File: config.mk
export PLATFORM = sky130hd
export DESIGN_NAME = ring_buffer_burst_read_unit
export DESIGN_NICKNAME = d
export VERILOG_FILES = /design/src/hdl/rbbr_pkg.sv /design/src/hdl/rbbr_store.sv /design/src/hdl/ring_buffer_burst_read_unit.sv
export SDC_FILE = /design/constraint.sdc
export NUM_CORES = 1
export LEC_CHECK = 0
export ABC_AREA = 1
export BUFFER_PORTS_ARGS = -buffer_cell sky130_fd_sc_hd__buf_4
export CAP_MARGIN = 15
export CORE_MARGIN = 4
export CORE_UTILIZATION = 55
export CTS_BUF_LIST = sky130_fd_sc_hd__clkbuf_16
export DETAILED_ROUTE_END_ITERATION = 16
export PLACE_DENSITY_LB_ADDON = 0.12
export SLEW_MARGIN = 5
export SYNTH_ARGS = -nofsm -noshare
export SYNTH_HDL_FRONTEND = slang
export SYNTH_SLANG_ARGS = --single-unit
File: constraint.sdc
create_clock -name clock -period 17.35 [get_ports clock]
set_input_delay 0 -clock clock [delete_from_list [all_inputs] [get_ports clock]]
set_output_delay 0 -clock clock [all_outputs]
set_load 0.1 [all_outputs]
File: src/hdl/rbbr_pkg.sv
// Shared constants and types for the ring buffer burst read unit.
// No dependencies; used by the top level, the byte store and the checker.
package rbbr_pkg;

   localparam int DEPTH_DEF  = 64;   // default number of byte slots
   localparam int CFG_W      = 7;    // ring length register width
   localparam int BYTE_W     = 8;
   localparam int REQ_LEN_W  = 16;
   localparam int REQ_DATA_W = 24;   // write_byte + request_length
   localparam int STATUS_W   = 2;

   localparam logic FUNC_READ  = 1'b0;
   localparam logic FUNC_WRITE = 1'b1;

   typedef enum logic [STATUS_W-1:0] {
      ST_OK    = 2'd0,
      ST_EMPTY = 2'd1,   // read of empty ring or zero length
      ST_FULL  = 2'd2    // write refused, ring full
   } status_type;

   typedef enum logic [1:0] {
      S_IDLE  = 2'b01,
      S_BURST = 2'b10
   } state_type;

endpackage

File: src/hdl/rbbr_store.sv
// Byte store of the ring: one write port, one read port with registered data.
// Depends on rbbr_pkg for the byte width.
module rbbr_store #(
   parameter int DEPTH = rbbr_pkg::DEPTH_DEF,
   parameter int IDX_W = $clog2(DEPTH)
) (
   input  logic                        clock,
   input  logic                        wr_en,
   input  logic [IDX_W-1:0]            wr_addr,
   input  logic [rbbr_pkg::BYTE_W-1:0] wr_data,
   input  logic                        rd_en,
   input  logic [IDX_W-1:0]            rd_addr,
   output logic [rbbr_pkg::BYTE_W-1:0] rd_data
);

   logic [rbbr_pkg::BYTE_W-1:0] byte_store_ff [DEPTH];
   logic [rbbr_pkg::BYTE_W-1:0] rd_data_ff;

   always_ff @(posedge clock) begin
      if (wr_en) begin
         byte_store_ff[wr_addr] <= wr_data;
      end
   end

   // read data holds while no read is issued
   always_ff @(posedge clock) begin
      if (rd_en) begin
         rd_data_ff <= byte_store_ff[rd_addr];
      end
   end

   assign rd_data = rd_data_ff;

endmodule

File: src/hdl/ring_buffer_burst_read_unit.sv
// Ring buffer with single-byte writes and burst reads over a stream interface.
// A write or an error read shows its one result the cycle after accept.
// A read burst enters the burst state, reads each byte into the registered store
// read data and moves it to the output register, one byte per cycle while the result
// stream is ready; the next item is taken once the last byte has entered the output register.
// Reset (synchronous): indices 0, ring empty, ring length DEPTH; store not cleared.
module ring_buffer_burst_read_unit #(
   parameter int DEPTH = rbbr_pkg::DEPTH_DEF
) (
   input  logic                            clock,
   input  logic                            reset,
   // request stream
   input  logic                            req_tvalid,
   output logic                            req_tready,
   input  logic [rbbr_pkg::REQ_DATA_W-1:0] req_tdata,  // [7:0] write_byte, [23:8] request_length
   input  logic [0:0]                      req_tuser,  // [0] func
   // result stream
   output logic                            rsp_tvalid,
   input  logic                            rsp_tready,
   output logic [rbbr_pkg::BYTE_W-1:0]     rsp_tdata,  // [7:0] data_byte
   output logic                            rsp_tlast,
   output logic [rbbr_pkg::STATUS_W-1:0]   rsp_tuser,  // [1:0] status
   // ring length register
   input  logic                            csr_valid,
   output logic                            csr_ready,
   input  logic [rbbr_pkg::CFG_W-1:0]      csr_data
);

   localparam int IDX_W = $clog2(DEPTH);
   localparam int LEN_W = IDX_W + 1;

   rbbr_pkg::state_type          state_ff, state_in;
   logic [IDX_W-1:0]             rd_idx_ff, rd_idx_in;
   logic [IDX_W-1:0]             wr_idx_ff, wr_idx_in;
   logic                         full_ff, full_in;
   logic [LEN_W-1:0]             len_ff, len_in;
   logic [LEN_W-1:0]             remain_ff, remain_in;
   logic [IDX_W-1:0]             addr_ff, addr_in;
   logic                         pend_ff, pend_in;
   logic                         pend_last_ff, pend_last_in;
   logic                         rsp_valid_ff, rsp_valid_in;
   logic [rbbr_pkg::BYTE_W-1:0]  rsp_data_ff, rsp_data_in;
   logic                         rsp_last_ff, rsp_last_in;
   rbbr_pkg::status_type         rsp_status_ff, rsp_status_in;

   logic                         slot_free, req_fire, csr_fire, issue, load;
   logic                         func;
   logic [rbbr_pkg::BYTE_W-1:0]  wbyte;
   logic [rbbr_pkg::REQ_LEN_W-1:0] rlen;
   logic [LEN_W-1:0]             count, n, rd_sum, wr_next, addr_next, cfg_len;
   logic                         mem_wr;
   logic [rbbr_pkg::BYTE_W-1:0]  mem_rd_data;

   assign func  = req_tuser[0];
   assign wbyte = req_tdata[rbbr_pkg::BYTE_W-1:0];
   assign rlen  = req_tdata[rbbr_pkg::REQ_DATA_W-1:rbbr_pkg::BYTE_W];

   assign slot_free  = !rsp_valid_ff || rsp_tready;
   assign csr_ready  = (state_ff == rbbr_pkg::S_IDLE);
   assign csr_fire   = csr_valid && csr_ready;
   assign req_tready = (state_ff == rbbr_pkg::S_IDLE) && slot_free && !csr_valid;
   assign req_fire   = req_tvalid && req_tready;

   assign issue = (state_ff == rbbr_pkg::S_BURST) && (remain_ff != '0) && (!pend_ff || slot_free);
   assign load  = pend_ff && slot_free;

   assign mem_wr = req_fire && (func == rbbr_pkg::FUNC_WRITE) && !full_ff;

   // indices always stay below the ring length, so wrapping is one compare
   always_comb begin
      if (full_ff) begin
         count = len_ff;
      end else if (wr_idx_ff >= rd_idx_ff) begin
         count = {1'b0, wr_idx_ff} - {1'b0, rd_idx_ff};
      end else begin
         count = {1'b0, wr_idx_ff} + len_ff - {1'b0, rd_idx_ff};
      end
      if (rlen < rbbr_pkg::REQ_LEN_W'(count)) begin
         n = rlen[LEN_W-1:0];
      end else begin
         n = count;
      end
      rd_sum = {1'b0, rd_idx_ff} + n;
      if (rd_sum >= len_ff) begin
         rd_sum = rd_sum - len_ff;
      end
      wr_next = {1'b0, wr_idx_ff} + LEN_W'(1);
      if (wr_next == len_ff) begin
         wr_next = '0;
      end
      addr_next = {1'b0, addr_ff} + LEN_W'(1);
      if (addr_next == len_ff) begin
         addr_next = '0;
      end
      if (csr_data == '0) begin
         cfg_len = LEN_W'(1);
      end else if (csr_data > rbbr_pkg::CFG_W'(DEPTH)) begin
         cfg_len = LEN_W'(DEPTH);
      end else begin
         cfg_len = csr_data[LEN_W-1:0];
      end
   end

   always_comb begin
      state_in      = state_ff;
      rd_idx_in     = rd_idx_ff;
      wr_idx_in     = wr_idx_ff;
      full_in       = full_ff;
      len_in        = len_ff;
      remain_in     = remain_ff;
      addr_in       = addr_ff;
      pend_in       = pend_ff;
      pend_last_in  = pend_last_ff;
      rsp_valid_in  = rsp_valid_ff && !rsp_tready;
      rsp_data_in   = rsp_data_ff;
      rsp_last_in   = rsp_last_ff;
      rsp_status_in = rsp_status_ff;

      unique case (state_ff)
         rbbr_pkg::S_IDLE: begin
            if (csr_fire) begin
               len_in    = cfg_len;
               rd_idx_in = '0;
               wr_idx_in = '0;
               full_in   = 1'b0;
            end else if (req_fire) begin
               rsp_data_in = '0;
               rsp_last_in = 1'b1;
               if (func == rbbr_pkg::FUNC_WRITE) begin
                  rsp_valid_in = 1'b1;
                  if (full_ff) begin
                     rsp_status_in = rbbr_pkg::ST_FULL;
                  end else begin
                     rsp_status_in = rbbr_pkg::ST_OK;
                     wr_idx_in     = wr_next[IDX_W-1:0];
                     full_in       = (wr_next[IDX_W-1:0] == rd_idx_ff);
                  end
               end else if (rlen == '0 || count == '0) begin
                  rsp_valid_in  = 1'b1;
                  rsp_status_in = rbbr_pkg::ST_EMPTY;
               end else begin
                  state_in  = rbbr_pkg::S_BURST;
                  remain_in = n;
                  addr_in   = rd_idx_ff;
                  rd_idx_in = rd_sum[IDX_W-1:0];
                  full_in   = 1'b0;
               end
            end
         end
         rbbr_pkg::S_BURST: begin
            if (load) begin
               rsp_valid_in  = 1'b1;
               rsp_data_in   = mem_rd_data;
               rsp_last_in   = pend_last_ff;
               rsp_status_in = rbbr_pkg::ST_OK;
               pend_in       = 1'b0;
               if (pend_last_ff) begin
                  state_in = rbbr_pkg::S_IDLE;
               end
            end
            if (issue) begin
               pend_in      = 1'b1;
               pend_last_in = (remain_ff == LEN_W'(1));
               remain_in    = remain_ff - LEN_W'(1);
               addr_in      = addr_next[IDX_W-1:0];
            end
         end
         default: begin
            state_in = rbbr_pkg::S_IDLE;
         end
      endcase
   end

   always_ff @(posedge clock) begin
      if (reset) begin
         state_ff     <= rbbr_pkg::S_IDLE;
         rd_idx_ff    <= '0;
         wr_idx_ff    <= '0;
         full_ff      <= 1'b0;
         len_ff       <= LEN_W'(DEPTH);
         remain_ff    <= '0;
         pend_ff      <= 1'b0;
         pend_last_ff <= 1'b0;
         rsp_valid_ff <= 1'b0;
      end else begin
         state_ff     <= state_in;
         rd_idx_ff    <= rd_idx_in;
         wr_idx_ff    <= wr_idx_in;
         full_ff      <= full_in;
         len_ff       <= len_in;
         remain_ff    <= remain_in;
         pend_ff      <= pend_in;
         pend_last_ff <= pend_last_in;
         rsp_valid_ff <= rsp_valid_in;
      end
   end

   always_ff @(posedge clock) begin
      addr_ff       <= addr_in;
      rsp_data_ff   <= rsp_data_in;
      rsp_last_ff   <= rsp_last_in;
      rsp_status_ff <= rsp_status_in;
   end

   rbbr_store #(
      .DEPTH (DEPTH),
      .IDX_W (IDX_W)
   ) u_store (
      .clock   (clock),
      .wr_en   (mem_wr),
      .wr_addr (wr_idx_ff),
      .wr_data (wbyte),
      .rd_en   (issue),
      .rd_addr (addr_ff),
      .rd_data (mem_rd_data)
   );

   assign rsp_tvalid = rsp_valid_ff;
   assign rsp_tdata  = rsp_data_ff;
   assign rsp_tlast  = rsp_last_ff;
   assign rsp_tuser  = rsp_status_ff;

endmodule

# Yosys cells after proc, flatten, opt, wreduce, memory -nomap -nowiden

Memory sizes are Yosys's and may differ from the RTL's. A register that Yosys moved wholly into a read port is not among the register bits.
Index checks and enable logic that the tools add are counted.

Register bits after elaboration: 49
RAM bits: 512
Input bits: 37
Output and inout port bits: 14
Memories kept: 1

Add/subtract/negate cells: 8
Order comparisons: 4
Eq/ne operators: 18
Mux-type cells: 65
Reduce and logical (&&, ||, !) cells: 36

Memory list:

| memory                | words | width | rd ports | clocked after memory_dff | wr ports | RTL line         | source |
|---|---|---|---|---|---|---|---|
| u_store.byte_store_ff | 64    | 8     | 1        | 1                        | 1        | rbbr_store.sv:16 | `logic [rbbr_pkg::BYTE_W-1:0] byte_store_ff [DEPTH];` |

Operator list:

| kind                                                 | count |
|---|---|
| two-way mux 6 bit                                    | 16 |
| two-way mux 7 bit                                    | 10 |
| two-way mux 2 bit                                    | 12 |
| two-way mux 8 bit                                    | 3 |
| two-way mux 1 bit                                    | 17 |
| zero test 16 bit                                     | 1 |
| less-than comparator 16 x 7 -> 1 bit                 | 1 |
| case mux 8 bit (2 select lines)                      | 1 |
| adder 6 x 1 -> 7 bit, second input constant          | 2 |
| adder 6 x 7 -> 7 bit                                 | 2 |
| equality test 7 bit                                  | 2 |
| zero test 7 bit                                      | 2 |
| inequality test 2 bit, second input constant         | 7 |
| case mux 7 bit (2 select lines)                      | 1 |
| case mux 6 bit (2 select lines)                      | 1 |
| AND reduction 4 bit                                  | 3 |
| AND reduction 6 bit                                  | 2 |
| logical AND 1 bit                                    | 10 |
| case mux 2 bit (2 select lines)                      | 2 |
| nonzero test 2 bit                                   | 4 |
| equality test 7 x 1 -> 1 bit, second input constant  | 1 |
| greater-or-equal comparator 7 bit                    | 1 |
| greater-than comparator 7 bit, second input constant | 1 |
| nonzero test 7 bit                                   | 1 |
| 17 further kinds                                     | 28 |

# Logic depth before layout (Yosys ltp)

Word-level depth: 13
Depth in mapped cells: 40

# Cells and area by module

Synthesis repeated with hierarchy kept, for this count alone.

Cells, all modules: 2487
Area total of the unflattened synthesis: 26076.3 um2

By module, submodules not included:

| module                      | instances | cells each | area each (um2) | sequential area each (um2) |
|---|---|---|---|---|
| rbbr_store                  | 1         | 1805       | 21419.3         | 15615.0 |
| ring_buffer_burst_read_unit | 1         | 682        | 4657.0          | 1151.1 |

# Worst setup path before layout

Ideal clock, no wire load.

Path kind: reg2reg
Start point: register wr_idx_ff[3]
End point: register rd_idx_ff[5]
Library setup time: 0.070 ns
Arrival: 6.001 ns
Required time: 17.280 ns
Slack: 11.279 ns
Stages on the path, launching flop included: 36
Path buffers: 1
Period minus slack after synthesis: 6.071 ns
Cell sequence: dfxtp_1 buf_2 inv_1 fa_1 inv_1 ha_1 a21oi_1 or2_2 nand4_1 nand3_1 nand3_1 nand2_1 ha_1 nand2_1 nor2_1 nor4_2 nand2_1 nand2_1 and2_1 ha_1 inv_1 fa_1 o21ai_0 a21o_1 a21oi_1 xor2_1 ha_1 nand2_1 inv_1 a221oi_1 nand3_1 inv_1 nand2_1 o21ai_0 nand4_1 a21oi_1

Longest elaborated chain between the ends: 13

Ends and longest elaborated chain:

| element                                                                      | RTL line                                                             | source |
|---|---|---|
| start: declaration                                                           | ring_buffer_burst_read_unit.sv:34                                    | `logic [IDX_W-1:0] wr_idx_ff, wr_idx_in;` |
| start signal: assignment                                                     | ring_buffer_burst_read_unit.sv:188                                   | `wr_idx_ff <= wr_idx_in;` |
| adder 6 x 7 -> 7 bit                                                         | ring_buffer_burst_read_unit.sv:76                                    | `count = {1'b0, wr_idx_ff} + len_ff - {1'b0, rd_idx_ff};` |
| subtractor 7 x 6 -> 7 bit                                                    | ring_buffer_burst_read_unit.sv:76                                    |  |
| two-way mux 7 bit *                                                          | ring_buffer_burst_read_unit.sv:73                                    | `end else if (wr_idx_ff >= rd_idx_ff) begin` |
| two-way mux 7 bit *                                                          | ring_buffer_burst_read_unit.sv:71                                    | `if (full_ff) begin` |
| less-than comparator 16 x 7 -> 1 bit                                         | ring_buffer_burst_read_unit.sv:78                                    | `if (rlen < rbbr_pkg::REQ_LEN_W'(count)) begin` |
| two-way mux 7 bit                                                            | ring_buffer_burst_read_unit.sv:78                                    |  |
| adder 6 x 7 -> 7 bit                                                         | ring_buffer_burst_read_unit.sv:83                                    | `rd_sum = {1'b0, rd_idx_ff} + n;` |
| subtractor 6 bit / greater-or-equal comparator 7 bit (equally long branches) | ring_buffer_burst_read_unit.sv:85, ring_buffer_burst_read_unit.sv:84 |  |
| two-way mux 6 bit                                                            | ring_buffer_burst_read_unit.sv:84                                    | `if (rd_sum >= len_ff) begin` |
| two-way mux 6 bit                                                            | ring_buffer_burst_read_unit.sv:138                                   | `end else if (rlen == '0 \|\| count == '0) begin` |
| two-way mux 6 bit                                                            | ring_buffer_burst_read_unit.sv:129                                   | `if (func == rbbr_pkg::FUNC_WRITE) begin` |
| two-way mux 6 bit                                                            | ring_buffer_burst_read_unit.sv:126                                   | `end else if (req_fire) begin` |
| two-way mux 6 bit                                                            | ring_buffer_burst_read_unit.sv:121                                   | `if (csr_fire) begin` |
| end signal: assignment                                                       | ring_buffer_burst_read_unit.sv:187                                   | `rd_idx_ff <= rd_idx_in;` |
| end: declaration                                                             | ring_buffer_burst_read_unit.sv:33                                    | `logic [IDX_W-1:0] rd_idx_ff, rd_idx_in;` |

Every way passes the cells marked *; elsewhere a longest branch is shown, timed or not. The select of a mux whose other input is x is not followed.
A chain may end at the register's enable or synchronous reset.

# Worst setup path after layout

Same ends and word-level chain as after synthesis.

==> impl_metrics.json <==
{
  "status": "finished clean",
  "hold_path_class": "in2reg",
  "postCtsSetupBuffers": 0,
  "vias": 17500,
  "layout-drive-gt1-share_pct": 8.13,
  "clock_path_buffers": 3,
  "cp_max_fo": 9,
  "multiInputGateArea_sq_mm": 0.00726,
  "syn-cell-area_sq_mm": 0.0250,
  "grt_pass1_vias": 16500,
  "core-area_sq_mm": 0.0445,
  "htree_levels": 2,
  "overflow": 0,
  "yosysUniqueCellTypes": 50,
  "synthTopCellsByArea": "edfxtp_1 65%, o21ai_0 6.9%, nor2_1 6.4%",
  "ir_drop_mv": 0.115,
  "wire_per_inst_um": 23.1,
  "drv_slew": 0,
  "cts-root-buf": "clkbuf_16",
  "ys_seq_area_share_pct": 67.2,
  "finalSetupViolCount": 0,
  "place_congestion": 0.885,
  "final_cells": 2867,
  "cts_tree": "built",
  "grt_pass1_wl_um": 100000,
  "skew_ns": 0.0269,
  "vias_per_cell": 6.10,
  "end_kind": "register",
  "critPathMaxStageDelay_ns": 0.56,
  "diodes": 0,
  "final_cell_mix": "537 x edfxtp_1, 428 x nor2_1, 345 x o21ai_0",
  "clock_latency_ns": 0.61,
  "syn_to_final_growth_pct": 11.5,
  "cp-start-kind": "register",
  "antenna_found_initial": 0,
  "die_h_um": 221,
  "tns_ns": 0,
  "start_util_pct": 56.1,
  "min_period_ns": 7.70,
  "ys_ff_latch": 569,
  "clkSinkCount": 569,
  "io_buffer_count": 50,
  "first_iter_violations": 2010,
  "finalHoldViolations": 0,
  "async_flop_share_pct": 0,
  "slew_headroom_pct": 35.1,
  "grt_max_degree": 152,
  "drv_cap": 0,
  "p_leak_uw": 0.00962,
  "placedCellCount": 2733,
  "rows": 77,
  "cpMostUsedCell": "nand2_1",
  "dp.final_hpwl_um": 38600,
  "die_area_sq_mm": 0.0489,
  "yosysWarnings": 0,
  "synthCells": 2200,
  "synth_fp_nets": 2284,
  "nets": 2315,
  "netlist.area_leader.share_pct": 64.6,
  "clk_pin_slew_ns": 0.06,
  "critPathSlowestCell": "dfxtp_1",
  "die_x_um": 221,
  "synth_edf_count": 537,
  "drc": 0,
  "rsz0062_at_grt": "no",
  "yosysTopAreaCell": "edfxtp_1",
  "nFillCells": 3555,
  "critical_path_arrival_ns": 8.24,
  "cts_made_buffers": 56,
  "worstMarginPinSlew_ns": 0.969,
  "register_area_sq_mm": 0.0168,
  "antenna_left": 0,
  "crit_type": "reg2reg",
  "dr.pass1.iters": 6,
  "avgSynthCellArea_sq_um": 11.3,
  "finalCritPeriodShare_pct": 44.4,
  "cp_data_required_time_ns": 17.89,
  "grtUsageTotal_pct": 26.2,
  "powerDensity_mw_per_mm2": 141,
  "fmax_mhz": 130,
  "final_common_cell": "edfxtp_1",
  "ys.flop_type": "edfxtp_1",
  "ios": 51,
  "cts_resized": 0,
  "finalWirelength_um": 66200
}
synth_stat cells (7+ instances only):
library cell  number
o22ai_1          140
dfxtp_1           32
nand4_1           19
edfxtp_1         537
fa_1               9
o211ai_1          11
a21oi_1           46
o32ai_1            7
ha_1              38
inv_1            109
nand2_1          163
o21ai_0          345
clkbuf_1         111
o221ai_1          13
xnor2_1           12
nor3_1             9
nand3_1           65
nor2_1           428
xor2_1            16
buf_2              8
power by group:
part / internal (uW) / leakage (uW) / switching (uW)
combinational: 317 / 0.00359 / 824
sequential: 1550 / 0.00509 / 27.7
clock: 690 / 0.000941 / 507
total: 2560 / 0.00962 / 1360
kinds of logic (layout without fill, tap and decap cells):
logic type	count (synthesis)	count (layout)	synth area share, %
AO/OA/AOI/OAI	586	586	13.2
flip-flops	569	569	67.2
buffers and inverters	241	316	3.75
adder cells (fa/ha/maj)	47	47	2.63
AND/OR/NAND/NOR	728	728	12.3
XOR/XNOR	29	29	1.05
per-layer routing:
metal	vias up	share of wire [%]	track usage, %
met1	8553	42	37.4
met4	0	3.5	8.82
met2	775	47	41.3
met3	153	7.9	4.90
li1	8016	-	-
met5	-	0	0
flip-flops by register name, summed over array words and instances (netlist names):
| signal | count |
|---|---|
| rd_idx_ff | 6 |
| state_ff | 2 |
| addr_ff | 6 |
| u_store.rd_data | 8 |
| len_ff | 7 |
| rsp_tuser | 2 |
| wr_idx_ff | 6 |
| rsp_tvalid | 1 |
| rsp_tlast | 1 |
| pend_ff | 1 |
| remain_ff | 7 |
| full_ff | 1 |
| rsp_tdata | 8 |
| pend_last_ff | 1 |
| u_store.byte_store_ff | 512 |
cell type report:
class	count	area share, %
Inverter	117	1.60
Clock inverter	44	1.28
Multi-Input combinational cell	1390	26.1
Tap cell	592	2.66
Clock buffer	58	5.21
Timing Repair Buffer	97	2.95
Sequential cell	569	60.2
worst paths after layout:
kind | start | to | slack, ns | cells past startpoint
setup reg to reg | wr_idx_ff[3] | rd_idx_ff[5] | 9.65 | 36
hold reg to reg | pend_ff | pend_ff | 0.51 | 2
hold / removal | req_tdata[13] | remain_ff[5] | 0.04 | 7
setup / recovery | wr_idx_ff[3] | rd_idx_ff[5] | 9.65 | 36
stage by stage:
step           power (uW)  setup slack (ns)  utilization, %  hold slack, ns  cell area (sq um)
3_5_place_dp         2720             10.34            57.8           0.259              25700
2_1_floorplan        2390             11.28               -          0.0989              25000
4_1_cts              3920              9.77            62.5          0.0158              27800
6_report             3920              9.65            62.5          0.0435              27800
5_1_grt              4090              9.04            62.5          0.0961              27800
3_3_place_gp         2710             10.58            57.8           0.246              25700
worst max-delay path: cells and delay by family, from the launching register on:
family	cells	cell delay (ns)
AND/OR/NAND/NOR	16	2.49
adder cells (fa/ha/maj)	6	2.04
AO/OA/AOI/OAI	7	1.19
XOR/XNOR	1	0.16
buffers and inverters	6	1.17
flip-flops	1	0.56
what timing repair did:
action | CTS | global route
hold buffers | 32 | 0
endpoints found under the hold margin | 467 | 0
endpoints found under the setup margin | 0 | 0
Note: power is estimated with default switching activity, not from simulation.
